File: src/sv/ndrd_pkg.sv
// shared types and codes for the data run decoder
package ndrd_pkg;

  localparam int CountW = 48;
  localparam int LcnW   = 64;

  typedef enum logic [3:0] {
    PH_HEADER = 4'b0001,
    PH_LENGTH = 4'b0010,
    PH_OFFSET = 4'b0100,
    PH_ENDED  = 4'b1000
  } phase_t;

  typedef struct packed {
    logic              run_valid;
    logic [CountW-1:0] run_clusters;
    logic [LcnW-1:0]   run_start_cluster;
    logic              run_sparse;
    logic              list_end;
  } result_t;

endpackage

File: src/sv/ntfs_data_run_decoder.sv
// Decodes a non-resident data run list one byte per cycle, while in_stall is low,
// into absolute runs. Each header, length byte and offset byte is decoded as it is
// taken, and the byte that completes a run produces its result in the same pass,
// registered into a two-entry output buffer. in_stall goes high while both buffer
// entries hold results not yet taken, or while a configuration request is offered,
// so with a consuming side that keeps up and no configuration request the rate is
// exactly one byte per cycle. Writes of the cluster total on cfg_total are always
// taken (cfg_ready stays high) and should come while the decoder is idle; the
// remaining cluster count is tracked in a register of its own so that the clamp
// and the end test need only a compare and a subtract.
module ntfs_data_run_decoder (
  input  logic                       clk,
  input  logic                       rst,
  // run list bytes
  input  logic                       in_valid,
  output logic                       in_stall,
  input  logic [7:0]                 run_byte,
  input  logic                       list_start,
  // decoded runs
  output logic                       out_valid,
  input  logic                       out_stall,
  output logic                       run_valid,
  output logic [ndrd_pkg::CountW-1:0] run_clusters,
  output logic [ndrd_pkg::LcnW-1:0]  run_start_cluster,
  output logic                       run_sparse,
  output logic                       list_end,
  // configuration
  input  logic                       cfg_valid,
  output logic                       cfg_ready,
  input  logic [ndrd_pkg::CountW-1:0] cfg_total
);

  localparam int CountW = ndrd_pkg::CountW;
  localparam int LcnW   = ndrd_pkg::LcnW;

  // decode state
  ndrd_pkg::phase_t    phase, phase_next;
  logic [3:0]          length_size, length_size_next;
  logic [3:0]          offset_size, offset_size_next;
  logic [3:0]          byte_index, byte_index_next;
  logic [LcnW-1:0]     field_acc, field_acc_next;
  logic [LcnW-1:0]     pending_length, pending_length_next;
  logic [LcnW-1:0]     absolute_offset, absolute_offset_next;
  logic [CountW-1:0]   clusters_done, clusters_done_next;
  logic [CountW-1:0]   clusters_left, clusters_left_next;
  logic [CountW-1:0]   cluster_total;

  // two-entry output buffer
  ndrd_pkg::result_t   head, tail;
  logic                head_valid, tail_valid;

  // working values
  ndrd_pkg::phase_t    ph_e;
  logic [3:0]          idx_e;
  logic [LcnW-1:0]     acc_e, pend_e, abs_e;
  logic [CountW-1:0]   done_e, left_e;
  logic [3:0]          size;
  logic [LcnW-1:0]     field;
  logic                last;
  logic [LcnW-1:0]     fin_len;
  logic [CountW-1:0]   count;
  logic [LcnW-1:0]     sum;
  logic                finish, sparse, run_end;
  logic                push;
  ndrd_pkg::result_t   res;

  logic                in_acc, out_acc, cfg_acc;

  assign in_acc   = in_valid && !in_stall;
  assign out_acc  = out_valid && !out_stall;
  assign cfg_acc  = cfg_valid && cfg_ready;
  assign cfg_ready = 1'b1;
  // a configuration request holds off run list bytes so none is lost
  assign in_stall = tail_valid || cfg_valid;

  always_comb begin
    // list_start restarts the list before the byte is decoded
    ph_e   = phase;
    idx_e  = byte_index;
    acc_e  = field_acc;
    pend_e = pending_length;
    abs_e  = absolute_offset;
    done_e = clusters_done;
    left_e = clusters_left;
    if (list_start) begin
      ph_e   = ndrd_pkg::PH_HEADER;
      idx_e  = '0;
      acc_e  = '0;
      pend_e = '0;
      abs_e  = '0;
      done_e = '0;
      left_e = cluster_total;
    end

    phase_next           = ph_e;
    length_size_next     = length_size;
    offset_size_next     = offset_size;
    byte_index_next      = idx_e;
    field_acc_next       = acc_e;
    pending_length_next  = pend_e;
    absolute_offset_next = abs_e;
    clusters_done_next   = done_e;
    clusters_left_next   = left_e;

    size = (ph_e == ndrd_pkg::PH_LENGTH) ? length_size : offset_size;

    // little-endian byte insert, bytes past the eighth are dropped
    field = acc_e;
    for (int k = 0; k < 8; k++) begin
      if (idx_e == 4'(k)) field[8*k +: 8] = field[8*k +: 8] | run_byte;
    end
    last = ({1'b0, idx_e} + 5'd1) >= {1'b0, size};
    // sign extension of a short field
    if (last && !size[3] && run_byte[7]) begin
      for (int k = 0; k < 8; k++) begin
        if (4'(k) >= size) field[8*k +: 8] = 8'hFF;
      end
    end

    fin_len = (ph_e == ndrd_pkg::PH_LENGTH) ? field : pend_e;
    count   = (fin_len > {{(LcnW-CountW){1'b0}}, left_e}) ? left_e : fin_len[CountW-1:0];
    sum     = abs_e + field;

    finish = 1'b0;
    sparse = 1'b0;
    push   = 1'b0;
    res    = '0;

    case (ph_e)
      ndrd_pkg::PH_HEADER: begin
        if (run_byte == 8'd0 || left_e == '0) begin
          phase_next   = ndrd_pkg::PH_ENDED;
          push         = 1'b1;
          res.list_end = 1'b1;
        end else begin
          length_size_next    = run_byte[3:0];
          offset_size_next    = run_byte[7:4];
          byte_index_next     = '0;
          field_acc_next      = '0;
          pending_length_next = '0;
          phase_next = (run_byte[3:0] != 4'd0) ? ndrd_pkg::PH_LENGTH : ndrd_pkg::PH_OFFSET;
        end
      end
      ndrd_pkg::PH_LENGTH: begin
        if (!last) begin
          field_acc_next  = field;
          byte_index_next = idx_e + 4'd1;
        end else begin
          byte_index_next     = '0;
          field_acc_next      = '0;
          pending_length_next = field;
          if (offset_size == 4'd0) begin
            finish = 1'b1;
            sparse = 1'b1;
          end else begin
            phase_next = ndrd_pkg::PH_OFFSET;
          end
        end
      end
      ndrd_pkg::PH_OFFSET: begin
        if (!last) begin
          field_acc_next  = field;
          byte_index_next = idx_e + 4'd1;
        end else begin
          byte_index_next = '0;
          finish          = 1'b1;
        end
      end
      default: begin
      end
    endcase

    // count never exceeds what is left, so the run ends the list exactly when equal
    run_end = (count == left_e);
    if (finish) begin
      absolute_offset_next = sparse ? abs_e : sum;
      clusters_done_next   = done_e + count;
      clusters_left_next   = left_e - count;
      phase_next           = run_end ? ndrd_pkg::PH_ENDED : ndrd_pkg::PH_HEADER;
      field_acc_next       = '0;
      pending_length_next  = '0;
      push                 = 1'b1;
      res.run_valid         = 1'b1;
      res.run_clusters      = count;
      res.run_start_cluster = sparse ? '0 : sum;
      res.run_sparse        = sparse;
      res.list_end          = run_end;
    end
  end

  always_ff @(posedge clk) begin
    if (rst) begin
      phase           <= ndrd_pkg::PH_HEADER;
      length_size     <= '0;
      offset_size     <= '0;
      byte_index      <= '0;
      field_acc       <= '0;
      pending_length  <= '0;
      absolute_offset <= '0;
      clusters_done   <= '0;
      clusters_left   <= '0;
      cluster_total   <= '0;
    end else if (cfg_acc) begin
      cluster_total <= cfg_total;
      clusters_left <= (cfg_total > clusters_done) ? cfg_total - clusters_done : '0;
    end else if (in_acc) begin
      phase           <= phase_next;
      length_size     <= length_size_next;
      offset_size     <= offset_size_next;
      byte_index      <= byte_index_next;
      field_acc       <= field_acc_next;
      pending_length  <= pending_length_next;
      absolute_offset <= absolute_offset_next;
      clusters_done   <= clusters_done_next;
      clusters_left   <= clusters_left_next;
    end
  end

  // output buffer: head drives the ports, tail catches a result while head is held
  always_ff @(posedge clk) begin
    if (rst) begin
      head_valid <= 1'b0;
      tail_valid <= 1'b0;
    end else if (out_acc || !head_valid) begin
      if (tail_valid) begin
        head_valid <= 1'b1;
        tail_valid <= 1'b0;
      end else begin
        head_valid <= in_acc && push;
      end
    end else if (in_acc && push) begin
      tail_valid <= 1'b1;
    end
  end

  always_ff @(posedge clk) begin
    if (out_acc || !head_valid) begin
      if (tail_valid) begin
        head <= tail;
      end else if (in_acc && push) begin
        head <= res;
      end
    end else if (in_acc && push) begin
      tail <= res;
    end
  end

  assign out_valid         = head_valid;
  assign run_valid         = head.run_valid;
  assign run_clusters      = head.run_clusters;
  assign run_start_cluster = head.run_start_cluster;
  assign run_sparse        = head.run_sparse;
  assign list_end          = head.list_end;

  // skid entry only fills behind a held head
  a_tail_behind_head: assert property (@(posedge clk) disable iff (rst)
    tail_valid |-> head_valid)
    else $error("skid entry full while head empty");

  // remaining count tracks total minus done, or zero once done reaches the total
  a_left_tracks_total: assert property (@(posedge clk) disable iff (rst)
    clusters_left == ((cluster_total > clusters_done) ? cluster_total - clusters_done : '0))
    else $error("remaining cluster count out of step");

  a_marker_is_end: assert property (@(posedge clk) disable iff (rst)
    (head_valid && !head.run_valid) |-> (head.list_end && head.run_clusters == '0))
    else $error("bare marker without list end");

  a_sparse_no_start: assert property (@(posedge clk) disable iff (rst)
    (head_valid && head.run_sparse) |-> (head.run_start_cluster == '0))
    else $error("sparse run with a start cluster");

  // a result that marks the list end, from a finished run or a header, leaves the decoder ended
  a_end_stops: assert property (@(posedge clk) disable iff (rst)
    (in_acc && !cfg_acc && push && res.list_end) |=> (phase == ndrd_pkg::PH_ENDED))
    else $error("list end without ended phase");

endmodule

File: config.mk
export PLATFORM = sky130hd
export DESIGN_NAME = ntfs_data_run_decoder
export DESIGN_NICKNAME = d
export VERILOG_FILES = /design/src/sv/ndrd_pkg.sv /design/src/sv/ntfs_data_run_decoder.sv
export SDC_FILE = /design/constraint.sdc
export NUM_CORES = 2
export LEC_CHECK = 0
export BUFFER_PORTS_ARGS = -buffer_cell sky130_fd_sc_hd__buf_4
export CAP_MARGIN = 15
export CORE_MARGIN = 2
export CORE_UTILIZATION = 60
export CTS_CLUSTER_DIAMETER = 60
export CTS_CLUSTER_SIZE = 8
export DETAILED_ROUTE_END_ITERATION = 16
export GPL_ROUTABILITY_DRIVEN = 0
export PLACE_DENSITY = 0.78
export REMOVE_ABC_BUFFERS = 1
export SYNTH_ARGS = -nofsm -noshare
export SYNTH_HDL_FRONTEND = slang
export SYNTH_SLANG_ARGS = --single-unit
File: constraint.sdc
create_clock -name clk -period 39.9 [get_ports clk]
set_clock_uncertainty 0.2 [all_clocks]
set_input_delay 7.98 -clock clk [delete_from_list [all_inputs] [get_ports clk]]
set_output_delay 7.98 -clock clk [all_outputs]
set_load 0.02 [all_outputs]
Word-level counts from Yosys, hierarchy flattened

Index checks and enable logic that the tools add are counted.

Register bits: 584
Output and inout port bits: 118
Logic and storage cells: 152

$add $sub $neg: 6
Magnitude comparators: 11
Equality and inequality tests: 11
Muxes and demuxes: 66
Bitwise logic cells: 11
Reduce and logical (&&, ||, !) cells: 25

Operator list:

| operator           | count |
|---|---|
| $mux 64            | 15 |
| $mux 48            | 8 |
| $mux 115           | 3 |
| $pmux 64 s3        | 1 |
| $mux 8             | 16 |
| $pmux 64 s2        | 1 |
| $sub 48x48->48     | 2 |
| $add 64x64->64     | 1 |
| $gt 64x48->1       | 1 |
| $or 8x8->8         | 8 |
| $add 48x48->48     | 1 |
| $eq 48x48->1       | 1 |
| $gt 48x48->1       | 1 |
| $logic_not 48->1   | 1 |
| $mux 4             | 10 |
| $eq 4x3->1 const B | 5 |
| $ge 3x4->1 const A | 4 |
| $pmux 4 s2         | 2 |
| $eq 4x2->1 const B | 3 |
| $eq 4x1->1 const B | 2 |
| $ge 1x4->1 const A | 2 |
| $ge 2x4->1 const A | 2 |
| $logic_not 4->1    | 2 |
| $logic_not 8->1    | 1 |
| 15 further kinds   | 37 |

Depth between registers and ports, before layout

Depth in word-level cells: 14
Gate-level depth with buffers: 59
Mapped depth without buffers: 40

Worst setup path before layout

No wires, ideal clock.

Kind: input-to-reg
Start point: input list_start
End point: register tail[0] in the netlist's numbering, enable pin
Setup time: 730 ps
Data arrival time: 20806 ps
Data required time: 38970 ps
Slack: 18164 ps
Cell stages on the path: 23
Cells stage by stage: buf_6 buf_2 buf_2 buf_1 clkbuf_1 clkbuf_1 buf_1 clkbuf_1 clkbuf_1 clkbuf_1 buf_1 nor2b_1 ha_1 nand2b_1 a21oi_1 o31ai_2 nor2_1 nor2_1 nor2_1 inv_1 clkbuf_1 nor2_1 nor3_1

Longest elaborated chain between the ends: 9
Elaborated cells between the ends (all ways): 19

RTL lines:

| what                                                | line                         | RTL |
|---|---|---|
| from (decl)                                         | ntfs_data_run_decoder.sv:18  | `input logic list_start,` |
| branches (longest 6 deep; another with $add 4x1->5) | -                            |  |
| $mux 1 (*)                                          | ntfs_data_run_decoder.sv:175 | `if (finish) begin` |
| $logic_and 1x1->1 (*)                               | ntfs_data_run_decoder.sv:243 | `end else if (in_acc && push) begin` |
| $reduce_and 2->1 (no source line) (*)               | -                            |  |
| to (signal assigned)                                | ntfs_data_run_decoder.sv:244 | `tail <= res;` |
| to (decl)                                           | ntfs_data_run_decoder.sv:49  | `ndrd_pkg::result_t head, tail;` |

Every way passes the cells marked *.
A chain may end at the register's enable or synchronous reset.

Worst setup path after layout

Start point: input list_start
End point: register clusters_done[45]

Longest elaborated chain between the ends: 12
Elaborated cells between the ends (all ways): 63

RTL lines:

| what                                                  | line                         | RTL |
|---|---|---|
| branches (longest 11 deep; another with $gt 64x48->1) | -                            |  |
| $mux 48 (*)                                           | ntfs_data_run_decoder.sv:175 |  |
| to (signal assigned)                                  | ntfs_data_run_decoder.sv:214 | `clusters_done <= clusters_done_next;` |
| to (decl)                                             | ntfs_data_run_decoder.sv:44  | `logic [CountW-1:0] clusters_done, clusters_done_next;` |

Marked as above.

==> flow_metrics.env <==
export IMPL_drc=0
export IMPL_status="completed"
export IMPL_maxSlewViolCount=0
export IMPL_avgSynthCellArea_sq_um=8.28
export IMPL_cts_hold_buf=0
export IMPL_finalNonFillerCells=6053
export IMPL_setup_slack_ps=20160
export IMPL_power_density_nw_per_um2=36.2
export IMPL_leakagePower_nw=18.8
export IMPL_synth_edf_count=230
export IMPL_hold_path_class="reg2reg"
export IMPL_worst_slew_pin_slew_ps=1260
export IMPL_setup_viol=0
export IMPL_rsz0062_at_grt="false"
export IMPL_cts_tree="done"
export IMPL_fin_area_sq_um=46100
export IMPL_netlist_area_sq_um=41800
export IMPL_min_delay_start="clusters_done[46]"
export IMPL_dpl_hpwl_mm=95.0
export IMPL_grt_max_degree=102
export IMPL_startpoint="list_start"
export IMPL_required_ps=40200
export IMPL_slew_limit_headroom=0.149
export IMPL_fin_crit_ps=19740
export IMPL_finalCritPeriodShare=0.495
export IMPL_die_area_sq_um=71800
export IMPL_dieWidth_microns=268
export IMPL_reg2reg_from="phase[3]"
export IMPL_max_freq_mhz=50.7
export IMPL_start_util=0.607
export IMPL_syn_to_final_growth_pct=10.3
export IMPL_hold_violations=0
export IMPL_numPlacedInstances=5902
export IMPL_slowest_stage="nor4bb_1"
export IMPL_first_iter_violations=4805
export IMPL_cts_resized=0
export IMPL_gr_total_overflow=0
export IMPL_clk_pin_slew_ps=50
export IMPL_numCtsBuffers=87
export IMPL_synth_seq_cells=584
export IMPL_fp_dieH_microns=268
export IMPL_synth_ff_type="dfxtp_1"
export IMPL_antenna_found_initial=1
export IMPL_row_count=96
export IMPL_cp_start_kind="input port"
export IMPL_ys_types=134
export IMPL_totalWireLength_mm=137
export IMPL_crit_path_end_kind="flop"
export IMPL_cts_root_buf="clkbuf_16"
export IMPL_track_usage=0.371
export IMPL_grt_pass1_wl_mm=210
export IMPL_worstPathArrival_ps=20040
export IMPL_postCtsSetupRepairBufs=0
export IMPL_cts_sinks=584
export IMPL_ys_warnings_count=0
export IMPL_nNetsFinal=5331
export IMPL_critical_path_class="in2reg"
export IMPL_drive_gt1_frac=0.109
export IMPL_port_buffers=178
export IMPL_vias=40300
export IMPL_finalSetupTns_ps=0
export IMPL_core_sq_um=68800
export IMPL_pin_count=180
export IMPL_cts_buffer_depth=3
export IMPL_post_drt_wl_per_cell_microns=22.6
export IMPL_placed_area_sq_um=43500
export IMPL_worst_path_max_fanout=73
export IMPL_synthArstFlopShare=0
export IMPL_vdd_ir_drop_worst_mv=0.0330
export IMPL_syn_inst=5051
export IMPL_max_cap_violations=0
export IMPL_dr_pass1_iters=8
export IMPL_clock_latency_ps=660
export IMPL_place_ws_ps=20310
export IMPL_crit_path_max_incr_delay_ps=980
export IMPL_grt_pass1_vias=37700
export IMPL_h_tree_depth=3
export IMPL_via_per_inst=6.67
export IMPL_ys_seq_area_frac=0.335
export IMPL_antenna_left=0
## cell families (layout without fill, tap and decap cells)
group | count (synthesis) | in the layout | share of synthesized area
buf+inv | 541 | 611 | 0.0518
simple gates | 1718 | 1718 | 0.190
flops | 584 | 584 | 0.335
compound gates | 1568 | 1568 | 0.259
fa+ha+maj | 243 | 243 | 0.0712
xor+xnor | 179 | 179 | 0.0375
mux | 217 | 217 | 0.0555
other cells | 1 | 2 | 0.0000897
## state kept, by name (all words and copies together), names as in the netlist, 4 cells and up
register	flops
absolute_offset	64
byte_index	4
cluster_total	48
clusters_done	48
clusters_left	48
field_acc	64
length_size	4
offset_size	4
pending_length	64
phase	4
run_clusters	48
run_start_cluster	64
tail	115
## worst max-delay path, delay by kind of cell
family,cells,cell delay [ps]
AOI/OAI and AO/OA,15,4670
and+or+nand+nor,11,4150
adders and majority gates,4,1370
buffers and inverters,3,1060
muxes,2,450
xor gates and xnor gates,1,190
## worst paths after layout
kind                  endpoint  slack [ps]  cells past startpoint
max          clusters_done[45]       20160                     36
min          clusters_done[46]         250                      2
max reg2reg  clusters_done[45]       27480                     35
min reg2reg  clusters_done[46]         250                      2
## where the power goes
| part | internal [W] | switching (W) |
|---|---|---|
| Sequential | 0.000624 | 0.00000601 |
| Clock | 0.000420 | 0.000283 |
| Combinational | 0.000114 | 0.000222 |
| Total | 0.00116 | 0.000512 |
## final cells by class
class	count	area (sq um)
clock inverters	10	138
fillers	5742	22700
well taps	931	1160
diodes	1	2.50
multi-input cells	3926	25700
inverters	225	847
repair buffers	236	1790
clock buffers	140	2460
flip-flops and latches	584	14000
## per-stage QoR
step	util	power, W	hold WS (ps)
2_1_floorplan	-	0.000862	217
4_1_cts	0.670	0.00166	256
5_1_grt	0.670	0.00172	273
3_3_place_gp	0.632	0.000957	226
3_5_place_dp	0.632	0.000962	242
6_report	0.670	0.00167	254
## cells in the mapped netlist (all sizes together) (32+ instances only)
cell type | instances | area [sq um]
a211oi | 49 | 395
a21o | 131 | 983
a21oi | 360 | 1830
a221o | 42 | 420
a221oi | 38 | 352
a22oi | 228 | 1720
a31oi | 54 | 353
and2 | 61 | 382
and3 | 47 | 299
buf | 79 | 430
clkbuf | 237 | 890
dfxtp | 354 | 7090
edfxtp | 230 | 6910
ha | 207 | 2590
inv | 220 | 826
maj3 | 34 | 345
mux2 | 92 | 1040
mux2i | 125 | 1270
nand2 | 409 | 1540
nand2b | 32 | 200
nand3 | 99 | 495
nand4 | 51 | 319
nor2 | 674 | 2540
nor2b | 106 | 663
nor3 | 119 | 606
o211ai | 42 | 335
o21ai | 289 | 1480
o31ai | 75 | 609
xnor2 | 109 | 955
xor2 | 70 | 613
## per-layer routing
metal,vias up,GRT usage,wire [microns]
li1,18600,-,-
met1,18800,0.471,52900
met2,2410,0.572,59800
met3,593,0.0857,15000
met4,2,0.229,9170
met5,-,0,11
## layout by cell type (no fill, tap or decap), types with 35 or more instances in the layout
cell type / n
nor2b_1: 106
a221oi_1: 35
edfxtp_1: 230
nor3_1: 115
o21ai_0: 254
mux2_2: 89
o211ai_1: 38
buf_4: 234
nor2_1: 668
and3_1: 46
inv_1: 211
nand4_1: 51
a21o_1: 131
clkbuf_16: 90
ha_1: 207
o31ai_1: 71
and2_1: 58
a221o_1: 42
a211oi_1: 45
dfxtp_1: 353
xnor2_1: 109
a21oi_1: 353
clkbuf_1: 48
nand2_1: 405
nand3_1: 98
xor2_1: 70
a31oi_1: 53
mux2i_1: 121
a22oi_1: 227
(Power assumes the default switching activity.)
